**src/hw/rtl/smoothed_block_average_assert.svh**
```systemverilog
// Assertion macros for the smoothed block average RTL.
// No dependencies; include with the bare file name.
`ifndef SMOOTHED_BLOCK_AVERAGE_ASSERT_SVH
`define SMOOTHED_BLOCK_AVERAGE_ASSERT_SVH

// Checked property, muted while reset is high.
`define SBA_ASSERT(lbl, prop, msg) \
  lbl: assert property (@(posedge clk) disable iff (rst) prop) else $error(msg);

// Checked property, also evaluated during reset.
`define SBA_ASSERT_ALWAYS(lbl, prop, msg) \
  lbl: assert property (@(posedge clk) prop) else $error(msg);

`endif

```
**src/hw/rtl/sba_pkg.sv**
```systemverilog
// Shared constants for the smoothed block average.
// No dependencies.
package sba_pkg;

  localparam int SAMPLE_BITS_DEF   = 12;
  localparam int FRACTION_BITS_DEF = 16;

  // Configuration port
  localparam int REG_BITS       = 16;
  localparam int CFG_INDEX_BITS = 2;

  localparam logic [CFG_INDEX_BITS-1:0] REG_ALPHA  = 2'd0;
  localparam logic [CFG_INDEX_BITS-1:0] REG_LENGTH = 2'd1;

  localparam logic [REG_BITS-1:0] ALPHA_RESET  = 16'd6554;
  localparam logic [REG_BITS-1:0] LENGTH_RESET = 16'd2000;

endpackage

```
**src/hw/rtl/sba_sample_if.sv**
```systemverilog
// Sample input channel: valid/ready plus one converter reading.
// Depends on sba_pkg for the default width.
interface sba_sample_if #(
  parameter int SAMPLE_BITS = sba_pkg::SAMPLE_BITS_DEF
);
  logic                   valid;
  logic                   ready;
  logic [SAMPLE_BITS-1:0] sample_value;

  modport source (output valid, output sample_value, input ready);
  modport sink   (input valid, input sample_value, output ready);
endinterface

```
**src/hw/rtl/sba_mean_if.sv**
```systemverilog
// Result channel: valid/ready plus one block mean.
// Depends on sba_pkg for the default width.
interface sba_mean_if #(
  parameter int SAMPLE_BITS = sba_pkg::SAMPLE_BITS_DEF
);
  logic                   valid;
  logic                   ready;
  logic [SAMPLE_BITS-1:0] block_mean;

  modport source (output valid, output block_mean, input ready);
  modport sink   (input valid, input block_mean, output ready);
endinterface

```
**src/hw/rtl/sba_addsub.sv**
```systemverilog
// Shared add/subtract unit of the smoothed block average.
// No dependencies.
module sba_addsub #(
  parameter int WIDTH = 30
) (
  input  logic [WIDTH-1:0] a,
  input  logic [WIDTH-1:0] b,
  input  logic             sub,
  output logic [WIDTH-1:0] result
);

  // two's complement: a + ~b + 1 when subtracting
  assign result = a + (sub ? ~b : b) + {{(WIDTH-1){1'b0}}, sub};

endmodule

```
**src/hw/rtl/smoothed_block_average.sv**
```systemverilog
// Smoothed block average: first-order smoothing filter, one rounded mean per block.
// Per sample: accept, setup, one add per alpha bit, filter and sum updates, not ready meanwhile;
//   a block's last sample adds the rounding step, the serial divide and the output load.
// The mean is registered once the divide ends, later while the previous mean waits.
//   Uses sba_pkg, sba_*_if, sba_addsub, the assert header.
// Sync active-high reset clears filter, count, sum and output valid; alpha = 6554, length = 2000.
`include "smoothed_block_average_assert.svh"

module smoothed_block_average #(
  parameter int SAMPLE_BITS   = sba_pkg::SAMPLE_BITS_DEF,
  parameter int FRACTION_BITS = sba_pkg::FRACTION_BITS_DEF
) (
  input  logic                               clk,
  input  logic                               rst,
  input  logic                               cfg_write,
  input  logic [sba_pkg::CFG_INDEX_BITS-1:0] cfg_index,
  input  logic [sba_pkg::REG_BITS-1:0]       cfg_data,
  sba_sample_if.sink                         sample,
  sba_mean_if.source                         mean
);

  localparam int S       = SAMPLE_BITS;
  localparam int F       = FRACTION_BITS;
  localparam int CW      = sba_pkg::REG_BITS;
  localparam int ALPHA_W = (F < CW) ? F : CW;   // alpha is masked to Q0.F
  localparam int FVW     = S + F;               // filter value QS.F
  localparam int SUMW    = FVW + CW;            // up to 65535 filter values
  localparam int W       = SUMW + 2;            // adder width, signed headroom
  localparam int MAXSTEP = (F > S) ? F : S;
  localparam int STEPW   = $clog2(MAXSTEP + 1);

  // Sequencer states
  localparam logic [2:0] ST_IDLE  = 3'd0;
  localparam logic [2:0] ST_PREP  = 3'd1;  // d = fv - sample*2^F
  localparam logic [2:0] ST_FILT  = 3'd2;  // serial alpha*d, LSB first
  localparam logic [2:0] ST_NEWFV = 3'd3;  // fv = sample*2^F + floor(alpha*d/2^F)
  localparam logic [2:0] ST_ACCUM = 3'd4;  // sum += fv, block end check
  localparam logic [2:0] ST_ROUND = 3'd5;  // sum + count*2^(F-1)
  localparam logic [2:0] ST_DIV   = 3'd6;  // restoring divide by count
  localparam logic [2:0] ST_EMIT  = 3'd7;

  logic [2:0]         state;
  logic [ALPHA_W-1:0] alpha;
  logic [CW-1:0]      block_length;

  logic [FVW-1:0]  fv;
  logic [SUMW-1:0] sum;
  logic [CW-1:0]   count;
  logic [S-1:0]    sample_reg;
  logic [F-1:0]    keep_sr;
  logic [W-1:0]    d_reg;
  logic [W-1:0]    acc;
  logic [STEPW-1:0] step;
  logic [CW-1:0]   div_c;
  logic [CW:0]     rem;
  logic [S-1:0]    nq;       // dividend low bits shifting out, quotient shifting in
  logic            mean_valid;
  logic [S-1:0]    mean_data;

  logic [W-1:0] alu_a;
  logic [W-1:0] alu_b;
  logic         alu_sub;
  logic [W-1:0] alu_res;

  logic         accept;
  logic         emit_load;
  logic         blk_end;
  logic [CW:0]  trial;

  // No transaction is taken while reset is held
  assign sample.ready = (state == ST_IDLE) && !rst;
  assign accept       = sample.valid && sample.ready;
  assign mean.valid   = mean_valid;
  assign mean.block_mean = mean_data;

  // Output register frees up when empty or being taken this cycle
  assign emit_load = (state == ST_EMIT) && (!mean_valid || mean.ready);

  // count already includes this sample; a zero count is treated as a block end
  assign blk_end = (count == '0) || (count >= block_length);

  // Next partial remainder: remainder shifted left with the next dividend bit in
  assign trial = {rem[CW-1:0], nq[S-1]};

  // ---------------------------------------------------------------
  // Operand selection for the shared adder
  // ---------------------------------------------------------------
  always_comb begin
    alu_a   = '0;
    alu_b   = '0;
    alu_sub = 1'b0;
    case (state)
      ST_PREP: begin
        alu_a   = W'(fv);
        alu_b   = W'(sample_reg) << F;
        alu_sub = 1'b1;
      end
      ST_FILT: begin
        alu_a = acc;
        alu_b = keep_sr[0] ? d_reg : '0;
      end
      ST_NEWFV: begin
        alu_a = W'(sample_reg) << F;
        alu_b = acc;
      end
      ST_ACCUM: begin
        alu_a = W'(sum);
        alu_b = W'(fv);
      end
      ST_ROUND: begin
        alu_a = W'(sum);
        alu_b = W'(div_c) << (F - 1);
      end
      ST_DIV: begin
        alu_a   = W'(trial);
        alu_b   = W'(div_c);
        alu_sub = 1'b1;
      end
      default: begin
        alu_a   = '0;
        alu_b   = '0;
        alu_sub = 1'b0;
      end
    endcase
  end

  sba_addsub #(
    .WIDTH(W)
  ) u_alu (
    .a      (alu_a),
    .b      (alu_b),
    .sub    (alu_sub),
    .result (alu_res)
  );

  // ---------------------------------------------------------------
  // Configuration registers
  // ---------------------------------------------------------------
  always_ff @(posedge clk) begin
    if (rst) begin
      alpha        <= ALPHA_W'(sba_pkg::ALPHA_RESET);
      block_length <= sba_pkg::LENGTH_RESET;
    end else if (cfg_write) begin
      if (cfg_index == sba_pkg::REG_ALPHA) begin
        alpha <= cfg_data[ALPHA_W-1:0];
      end else if (cfg_index == sba_pkg::REG_LENGTH) begin
        block_length <= cfg_data;
      end
    end
  end

  // ---------------------------------------------------------------
  // Sequencer and filter/sum state
  // ---------------------------------------------------------------
  always_ff @(posedge clk) begin
    if (rst) begin
      state <= ST_IDLE;
      fv    <= '0;
      sum   <= '0;
      count <= '0;
      step  <= '0;
    end else begin
      case (state)
        ST_IDLE: begin
          if (accept) begin
            count <= count + 1'b1;
            state <= ST_PREP;
          end
        end
        ST_PREP: begin
          step  <= '0;
          state <= ST_FILT;
        end
        ST_FILT: begin
          step <= step + 1'b1;
          if (step == STEPW'(F - 1)) begin
            state <= ST_NEWFV;
          end
        end
        ST_NEWFV: begin
          fv    <= alu_res[FVW-1:0];
          state <= ST_ACCUM;
        end
        ST_ACCUM: begin
          sum   <= alu_res[SUMW-1:0];
          state <= blk_end ? ST_ROUND : ST_IDLE;
        end
        ST_ROUND: begin
          step  <= '0;
          state <= ST_DIV;
        end
        ST_DIV: begin
          step <= step + 1'b1;
          if (step == STEPW'(S - 1)) begin
            state <= ST_EMIT;
          end
        end
        ST_EMIT: begin
          // block restart: filter, count and sum back to zero
          if (emit_load) begin
            fv    <= '0;
            sum   <= '0;
            count <= '0;
            state <= ST_IDLE;
          end
        end
        default: state <= ST_IDLE;
      endcase
    end
  end

  // Datapath registers, no reset needed
  always_ff @(posedge clk) begin
    case (state)
      ST_IDLE: begin
        if (accept) begin
          sample_reg <= sample.sample_value;
          keep_sr    <= F'(alpha);
        end
      end
      ST_PREP: begin
        d_reg <= alu_res;
        acc   <= '0;
      end
      ST_FILT: begin
        // floor((acc + bit*d)/2), arithmetic shift keeps the floor exact
        acc     <= {alu_res[W-1], alu_res[W-1:1]};
        keep_sr <= keep_sr >> 1;
      end
      ST_ACCUM: begin
        div_c <= (count == '0) ? CW'(1) : count;
      end
      ST_ROUND: begin
        // N = floor((sum + c*2^(F-1)) / 2^F); N >> S is below c
        nq  <= alu_res[F+S-1:F];
        rem <= alu_res[F+S+CW:F+S];
      end
      ST_DIV: begin
        if (!alu_res[W-1]) begin
          rem <= alu_res[CW:0];
        end else begin
          rem <= trial;
        end
        nq <= {nq[S-2:0], ~alu_res[W-1]};
      end
      default: begin
      end
    endcase
  end

  // Output register
  always_ff @(posedge clk) begin
    if (rst) begin
      mean_valid <= 1'b0;
    end else if (emit_load) begin
      mean_valid <= 1'b1;
    end else if (mean.ready) begin
      mean_valid <= 1'b0;
    end
  end

  always_ff @(posedge clk) begin
    if (emit_load) begin
      mean_data <= nq;
    end
  end

  // ---------------------------------------------------------------
  // Assertions
  // ---------------------------------------------------------------
  `SBA_ASSERT(a_accept_starts, accept |=> (state == ST_PREP), "accepted sample did not start")
  `SBA_ASSERT(a_filt_steps, (state == ST_FILT) |-> (step < STEPW'(F)), "filter step overrun")
  `SBA_ASSERT(a_rem_below, (state == ST_DIV) |-> (rem < {1'b0, div_c}), "remainder not below count")
  `SBA_ASSERT(a_restart, emit_load |=> ((count == '0) && (sum == '0) && (fv == '0)), "block restart")

endmodule

```
**src/flat_wrapper.sv**
```systemverilog
// flat-port wrapper written by rule: the top's interface ports become plain ports
module smoothed_block_average_flat 
#(
  parameter int SAMPLE_BITS   = sba_pkg::SAMPLE_BITS_DEF,
  parameter int FRACTION_BITS = sba_pkg::FRACTION_BITS_DEF
)
  (clk, rst, cfg_write, cfg_index, cfg_data, sample_valid, sample_sample_value, sample_ready, mean_valid, mean_block_mean, mean_ready);
  sba_sample_if #(.SAMPLE_BITS(SAMPLE_BITS)) sample_i ();
  sba_mean_if #(.SAMPLE_BITS(SAMPLE_BITS)) mean_i ();
  input  logic clk;
  input  logic rst;
  input  logic cfg_write;
  input  logic [sba_pkg::CFG_INDEX_BITS-1:0] cfg_index;
  input  logic [sba_pkg::REG_BITS-1:0] cfg_data;
  input wire logic [$bits(sample_i.valid)-1:0] sample_valid;
  input wire logic [$bits(sample_i.sample_value)-1:0] sample_sample_value;
  output wire logic [$bits(sample_i.ready)-1:0] sample_ready;
  output wire logic [$bits(mean_i.valid)-1:0] mean_valid;
  output wire logic [$bits(mean_i.block_mean)-1:0] mean_block_mean;
  input wire logic [$bits(mean_i.ready)-1:0] mean_ready;
  assign sample_i.valid = sample_valid;
  assign sample_i.sample_value = sample_sample_value;
  assign sample_ready = sample_i.ready;
  assign mean_valid = mean_i.valid;
  assign mean_block_mean = mean_i.block_mean;
  assign mean_i.ready = mean_ready;
  smoothed_block_average #(.SAMPLE_BITS(SAMPLE_BITS), .FRACTION_BITS(FRACTION_BITS)) u_core (.clk(clk), .rst(rst), .cfg_write(cfg_write), .cfg_index(cfg_index), .cfg_data(cfg_data), .sample(sample_i), .mean(mean_i));
endmodule
```
**config.mk**
```make
export PLATFORM = sky130hd
export DESIGN_NAME = smoothed_block_average_flat
export DESIGN_NICKNAME = d
export VERILOG_FILES = /design/src/hw/rtl/sba_pkg.sv /design/src/hw/rtl/sba_sample_if.sv /design/src/hw/rtl/sba_mean_if.sv /design/src/hw/rtl/sba_addsub.sv /design/src/hw/rtl/smoothed_block_average.sv /design/src/flat_wrapper.sv
export VERILOG_INCLUDE_DIRS = /design/src /design/src/hw/rtl
export SDC_FILE = /design/constraint.sdc
export NUM_CORES = 1
export LEC_CHECK = 0
export ABC_AREA = 1
export BUFFER_PORTS_ARGS = -buffer_cell sky130_fd_sc_hd__buf_2
export CORE_ASPECT_RATIO = 0.75
export CORE_MARGIN = 2
export CORE_UTILIZATION = 50
export DETAILED_ROUTE_END_ITERATION = 10
export PLACE_DENSITY = 0.66
export REMOVE_ABC_BUFFERS = 1
export SLEW_MARGIN = 20
export SYNTH_ARGS = -nofsm -noshare
export SYNTH_HDL_FRONTEND = slang
export SYNTH_SLANG_ARGS = --single-unit
```
**constraint.sdc**
```tcl
create_clock -name clk -period 4.8 [get_ports clk]
set_input_delay 0 -clock clk [delete_from_list [all_inputs] [get_ports clk]]
set_output_delay 0 -clock clk [all_outputs]
set_load 0.005 [all_outputs]
```
==> run_results.csv, run 1 <==
group,metric,value,unit
floorplanning,ios,49,
synthesis,synth_top_area_share,31.0,%
global_route,overflow,0,
synthesis,synth.area.top_cells,"edfxtp_1 (31%), dfxtp_1 (15%), nand2_1 (14%)",
power_and_ir_drop,cellPowerDensity,630,mW/mm^2
cts,clock_path_buffers,3,
synthesis,yosys_warnings,0,
power_and_ir_drop,ir_worst_vdd,324,uV
global_route,antenna_found_initial,1,
cts,clk_latency,0.53,ns
timing,finalSetupTns,0,ns
global_route,grt_max_degree,73,
synthesis,synth_seq_cells,304,
timing,clock.fmax,219,MHz
setup_path,critPathTopFamily,"simple AND/OR/NAND/NOR gates",
power_and_ir_drop,power.share.clock,20.6,%
route,vias,15467,
setup_path,crit_path_max_fanout,18,
synthesis,yosysTopAreaCell,"edfxtp_1",
timing,rsz0062_at_grt,"false",
synthesis,async_reset_ff_share,0,%
power_and_ir_drop,power_frac_comb,46.2,%
route,drt_wl_total,56400,um
timing,finalSetupViolCount,0,
finish,nets,2302,
synthesis,synth-seq-area-share,46.3,%
power_and_ir_drop,p_leak,7.90,nW
floorplanning,initial_utilization,50.6,%
route,via_per_inst,5.79,
setup_path,cp-end-kind,"flip-flop",
floorplanning,rows,58,
synthesis,synthXorXnorAreaFrac,3.86,%
cts,root_buffer,"clkbuf_16",
finish,drive_gt1_share,8.06,%
synthesis,synth-compound-area-share,14.6,%
power_and_ir_drop,p_int,0.00667,W
setup_path,worstPathArrival,4.86,ns
synthesis,yosys-mux-area-fraction,0,%
floorplanning,core,0.0335,sq mm
placement,placed_area,0.0177,sq mm
timing,worstMarginPinSlew,1.02,ns
cts,numCtsBuffers,34,
setup_path,cp_slowest_cell,"ha_1",
timing,slew_headroom,31.6,%
cts,clk_pin_slew,0.07,ns
route,ant_nets,0,
route,wl_per_cell,21.1,um
setup_path,required,5.09,ns
power_and_ir_drop,switching_share,44.6,%
synthesis,ys.flop_type,"edfxtp_1",
setup_path,cp-start-kind,"flip-flop",
cts,h-tree-depth,2,
floorplanning,dieArea,0.0354,sq mm
synthesis,synth.avg_cell_area,7.92,sq um
power_and_ir_drop,power_frac_seq,33.2,%
setup_path,path_cells,"inv_1 -> ha_1 -> nand2_1 -> inv_2 -> nor2_4 -> inv_2 -> buf_4 -> xor2_1 -> ha_1 -> nand2_1 -> nor2_1 -> inv_1 -> nor2_1 -> inv_1 -> nor2_1 -> nand3_1 -> nand3_1 -> xor2_1 -> inv_1 -> nand2_1 -> nand2_1",
synthesis,synthAdderAreaFrac,5.14,%
floorplanning,die_y,163,um
floorplanning,die_x,217,um
finish,diodes,0,
route,firstDrtPassIters,6,
synthesis,synth_top_cells_by_count,"nand2_1 (613), inv_1 (226), nor2_1 (188)",
timing,period_minus_slack,4.58,ns
placement,place.gp.congestion,1.03,
global_route,track_usage,31.9,%
synthesis,synth_most_common_cell,"nand2_1",
timing,drv_slew,0,
finish,syn2layout_area_growth,12.9,%
placement,place_ws,0.334,ns
finish,final_area,0.0191,sq mm
power_and_ir_drop,net-switching-power,0.00537,W
timing,fin_ws,0.224,ns
cts,clkSinkCount,304,
timing,hold_ws,0.0572,ns
synthesis,synth-edff-count,175,
job,drv_cap,0,
setup_path,crit_type,"flip-flop to flip-flop",
placement,hpwl,40800,um
synthesis,syn-cell-area,0.0169,sq mm
timing,fin_skew,0.0257,ns
global_route,grt_pass1_vias,14496,
status,outcome,"completed",
timing,period_share,95.3,%
timing,finalHoldViolCount,0,
global_route,grt_pass1_wl,85400,um
setup_path,slowest_delay,0.39,ns
synthesis,synth_cell_types,49,
min_path,hp-class,"primary input to flip-flop",
route,post-route-drc-count,0,
route,drtIter0Drc,1959,
placement,port_buffers,48,
synthesis,yosys.area_share.simple,22.7,%
cts,cts_tree,"done",
finish,largest_reg_flops,46,
setup_path,crit_buf_inv,7,
synthesis,syn_inst,2137,
synthesis,synth_top_family_by_area,"simple AND/OR/NAND/NOR gates",
cell usage in the layout, fill, tap and decap left out, drive strengths merged, types with 15 or more instances in the layout:
master and count:
nand2 621, inv 235, nor2 193, a21oi 179
edfxtp 175, dfxtp 129, o21ai 102, buf 84
nand3 70, ha 68, xor2 55, clkbuf 40
a22oi 38, dlygate4sd3 35, nand4 21, a221oi 17
xnor2 17, nor3 15
worst paths after layout:
path,from,end,slack [ns],cells after the start
setup / recovery,u_core.state[0]$_SDFFE_PP0P_,u_core.rem[5]$_DFFE_PP_,0.22,21
hold reg to reg,u_core.nq[4]$_DFFE_PP_,u_core.mean.block_mean[4]$_DFFE_PP_,0.45,0
setup reg to reg,u_core.state[0]$_SDFFE_PP0P_,u_core.rem[5]$_DFFE_PP_,0.22,21
hold / removal,cfg_index[0],u_core.block_length[7]$_SDFFE_PP1P_,0.06,5
final cells by class:
class	count	area, sq um
clock buffers	40	883
flip-flops and latches	304	7840
well taps	450	563
inverters	234	878
fillers	3137	14300
clock inverters	19	150
multi-input cells	1505	7890
repair buffers	119	913
cells by family (layout without fill, tap and decap cells):
group / Yosys count / after routing
buf+inv: 328 / 412
fa+ha+maj: 69 / 69
flops: 304 / 304
compound gates: 416 / 416
xor+xnor: 72 / 72
simple gates: 948 / 948
worst min-delay path: stages:
cell and delay [ns]:
buf_2 0.10, nand2_1 0.05, nor2_1 0.03, buf_4 0.19
o211ai_1 0.16
routing by layer:
metal,global-route usage [%],wire (um),up-vias
met2,44.9,22600,804
met5,0,0,-
li1,-,-,7260
met1,47.9,26000,7289
met4,8.66,1390,0
met3,8.40,6440,114
per-stage QoR:
stage / total power (W) / std cells / util, %
global route: 0.0127 / 2671 / 57.1
CTS: 0.0119 / 2671 / 57.1
finish: 0.0120 / 2671 / 57.1
detailed placement: 0.00939 / 2577 / 53.0
floorplan: 0.00743 / 2043 / -
global placement: 0.00935 / 2577 / 53.0
power by group through the flow:
stage	logic, W	clock network (W)	registers (W)
after floorplan	0.00347	0	0.00396
after global placement	0.00532	0	0.00403
after detailed placement	0.00535	0	0.00404
after CTS	0.00540	0.00251	0.00399
after global routing	0.00602	0.00261	0.00405
final	0.00557	0.00247	0.00400
timing repair:
| item | 4_1_cts | 5_1_grt |
|---|---|---|
| endpoints found under the setup margin | 0 | 4 |
| setup buffers | 0 | 0 |
| hold endpoints to repair | 58 | 0 |
| hold buffers | 35 | 0 |
| gates resized for setup | 0 | 2 |
Note: power is estimated with default switching activity, not from simulation.
==> run 2: changes to the inputs <==
- PLACE_DENSITY: 0.66 -> 0.74
==> run_results.csv, run 2 (synthesized netlist as in run 1, its figures left out) <==
group,metric,value,unit
timing,period_share,96.7,%
placement,placed_area,0.0179,sq mm
setup_path,crit_path_max_fanout,37,
power_and_ir_drop,net-switching-power,0.00540,W
setup_path,cp_slowest_cell,"ha_1",
cts,clk_pin_slew,0.07,ns
route,via_per_inst,5.82,
setup_path,regToRegEndpoint,"u_core.rem[5]$_DFFE_PP_",
setup_path,crit_type,"flip-flop to flip-flop",
floorplanning,rows,58,
setup_path,r2r-start,"u_core.state[0]$_SDFFE_PP0P_",
finish,final_cell_mix,"nand2_1 (610), inv_1 (226), nor2_1 (184)",
floorplanning,initial_utilization,50.6,%
floorplanning,die_y,163,um
cts,root_buffer,"clkbuf_16",
power_and_ir_drop,power_frac_seq,33.1,%
global_route,overflow,0,
setup_path,cp-start-kind,"flip-flop",
power_and_ir_drop,switching_share,44.2,%
finish,drive_gt1_share,8.33,%
min_path,hold_path_end,"u_core.state[1]$_SDFFE_PP0P_",
route,vias,15606,
placement,place_ws,0.208,ns
timing,period_minus_slack,4.64,ns
min_path,hp-class,"primary input to flip-flop",
cts,post_cts_buffers,0,
power_and_ir_drop,power_frac_comb,47.1,%
route,drtIter0Drc,2044,
power_and_ir_drop,p_leak,7.98,nW
setup_path,worstRegToRegCells,20,
setup_path,required,5.13,ns
placement,place.gp.congestion,1.05,
setup_path,worstPathArrival,4.97,ns
cts,clock_path_buffers,3,
timing,finalHoldViolCount,0,
finish,final_area,0.0193,sq mm
cts,clk_latency,0.57,ns
floorplanning,dieArea,0.0354,sq mm
power_and_ir_drop,cellPowerDensity,634,mW/mm^2
cts,numCtsBuffers,29,
timing,fin_skew,0.0191,ns
finish,diodes,0,
min_path,holdCritStartpoint,"sample_valid",
finish,final_common_cell,"nand2_1",
status,outcome,"completed",
min_path,hold_depth,6,
floorplanning,ios,49,
global_route,antenna_found_initial,0,
global_route,grt_max_degree,72,
floorplanning,die_x,217,um
timing,worstMarginPinSlew,0.976,ns
cts,clkSinkCount,304,
finish,largest_reg_flops,46,
setup_path,path_cells,"inv_1 -> ha_1 -> nand2_2 -> nand2_4 -> buf_4 -> a22oi_1 -> o211ai_1 -> ha_1 -> nand2_1 -> nor2_1 -> inv_1 -> nor2_1 -> inv_1 -> o21ai_0 -> nand2_1 -> nand3_1 -> xor2_1 -> inv_1 -> nand2_1 -> nand2_1",
route,drt_wl_total,56800,um
timing,fin_ws,0.158,ns
global_route,grt_pass1_wl,86500,um
placement,port_buffers,48,
timing,finalSetupTns,0,ns
timing,slew_headroom,34.9,%
job,drv_cap,0,
cts,h-tree-depth,1,
route,post-route-drc-count,0,
placement,hpwl,41100,um
cts,cts_tree,"done",
power_and_ir_drop,p_int,0.00681,W
finish,syn2layout_area_growth,13.7,%
timing,clock.fmax,215,MHz
route,wl_per_cell,21.2,um
global_route,track_usage,32.2,%
route,firstDrtPassIters,7,
route,ant_nets,0,
timing,finalSetupViolCount,0,
global_route,grt_pass1_vias,14740,
finish,nets,2314,
timing,rsz0062_at_grt,"true",
power_and_ir_drop,power.share.clock,19.9,%
setup_path,r2r_setup_slack,0.16,ns
setup_path,cp-end-kind,"flip-flop",
timing,drv_slew,0,
power_and_ir_drop,ir_worst_vdd,314,uV
setup_path,slowest_delay,0.45,ns
floorplanning,core,0.0335,sq mm
==> run 2: cell types whose count changed in the layout (fill, tap and decap cells not counted), sizes merged <==
cell,delta
clkinvlp,-3
buf,+13
bufinv,+3
clkbuf,-1
clkinv,-3
dlygate4sd3,+4
inv,-2
==> run 2: how the worst max path moves through the flow <==
| stage | start | endpoint |
|---|---|---|
| after global placement | u_core.state[0]$_SDFFE_PP0P_ | u_core.acc[35]$_SDFFCE_PN0P_ |
| after CTS | u_core.state[0]$_SDFFE_PP0P_ | u_core.acc[35]$_SDFFCE_PN0P_ |
| after floorplan | u_core.state[1]$_SDFFE_PP0P_ | u_core.acc[19]$_SDFFCE_PN0P_ |
| final | u_core.state[0]$_SDFFE_PP0P_ | u_core.rem[5]$_DFFE_PP_ |
| after detailed placement | u_core.state[0]$_SDFFE_PP0P_ | u_core.acc[35]$_SDFFCE_PN0P_ |
| after global routing | u_core.state[0]$_SDFFE_PP0P_ | u_core.rem[10]$_DFFE_PP_ |
==> run 2: what timing repair did <==
action,in CTS,in global routing
gates resized for setup,0,2
hold endpoints to repair,52,0
setup endpoints to repair,0,7
hold buffers,39,0
==> run 2: power by group through the flow <==
stage	Combinational, W	Sequential (W)	Clock [W]
5_1_grt	0.00621	0.00407	0.00254
4_1_cts	0.00555	0.00401	0.00245
3_5_place_dp	0.00550	0.00406	0
2_1_floorplan	0.00347	0.00396	0
6_report	0.00574	0.00403	0.00243
3_3_place_gp	0.00545	0.00406	0
==> run 2: final cells by class <==
type                            count  area, sq um
Clock buffer                       39          825
Clock inverter                     14          168
Fill cell                        3055        14200
Inverter                          234          878
Multi-Input combinational cell   1505         7900
Sequential cell                   304         7840
Tap cell                          450          563
Timing Repair Buffer              136         1090
==> run 2: worst max-delay path, delay by kind of cell, from the launching register on <==
family          cells  cell delay [ns]
buf+inv             5             0.80
simple gates        9             1.72
flops               1             0.38
fa+ha+maj           2             0.70
compound gates      3             0.49
xor+xnor            1             0.26
==> run 2: per-layer routing <==
layer / track usage (%) / up-vias / wire (um)
met5: 0 / - / 0
met4: 8.00 / 0 / 1420
met3: 9.57 / 102 / 7220
met2: 47.4 / 947 / 23500
met1: 46.2 / 7295 / 24700
li1: - / 7262 / -
==> run 2: per-stage QoR <==
stage	util (%)	std cells	power [W]	hold slack [ns]
after floorplan	-	2043	0.00743	0.0386
after global placement	53.4	2590	0.00951	0.177
after detailed placement	53.4	2590	0.00956	0.178
after CTS	57.5	2682	0.0120	0.0394
after global routing	57.5	2682	0.0128	0.103
final	57.5	2682	0.0122	0.0452
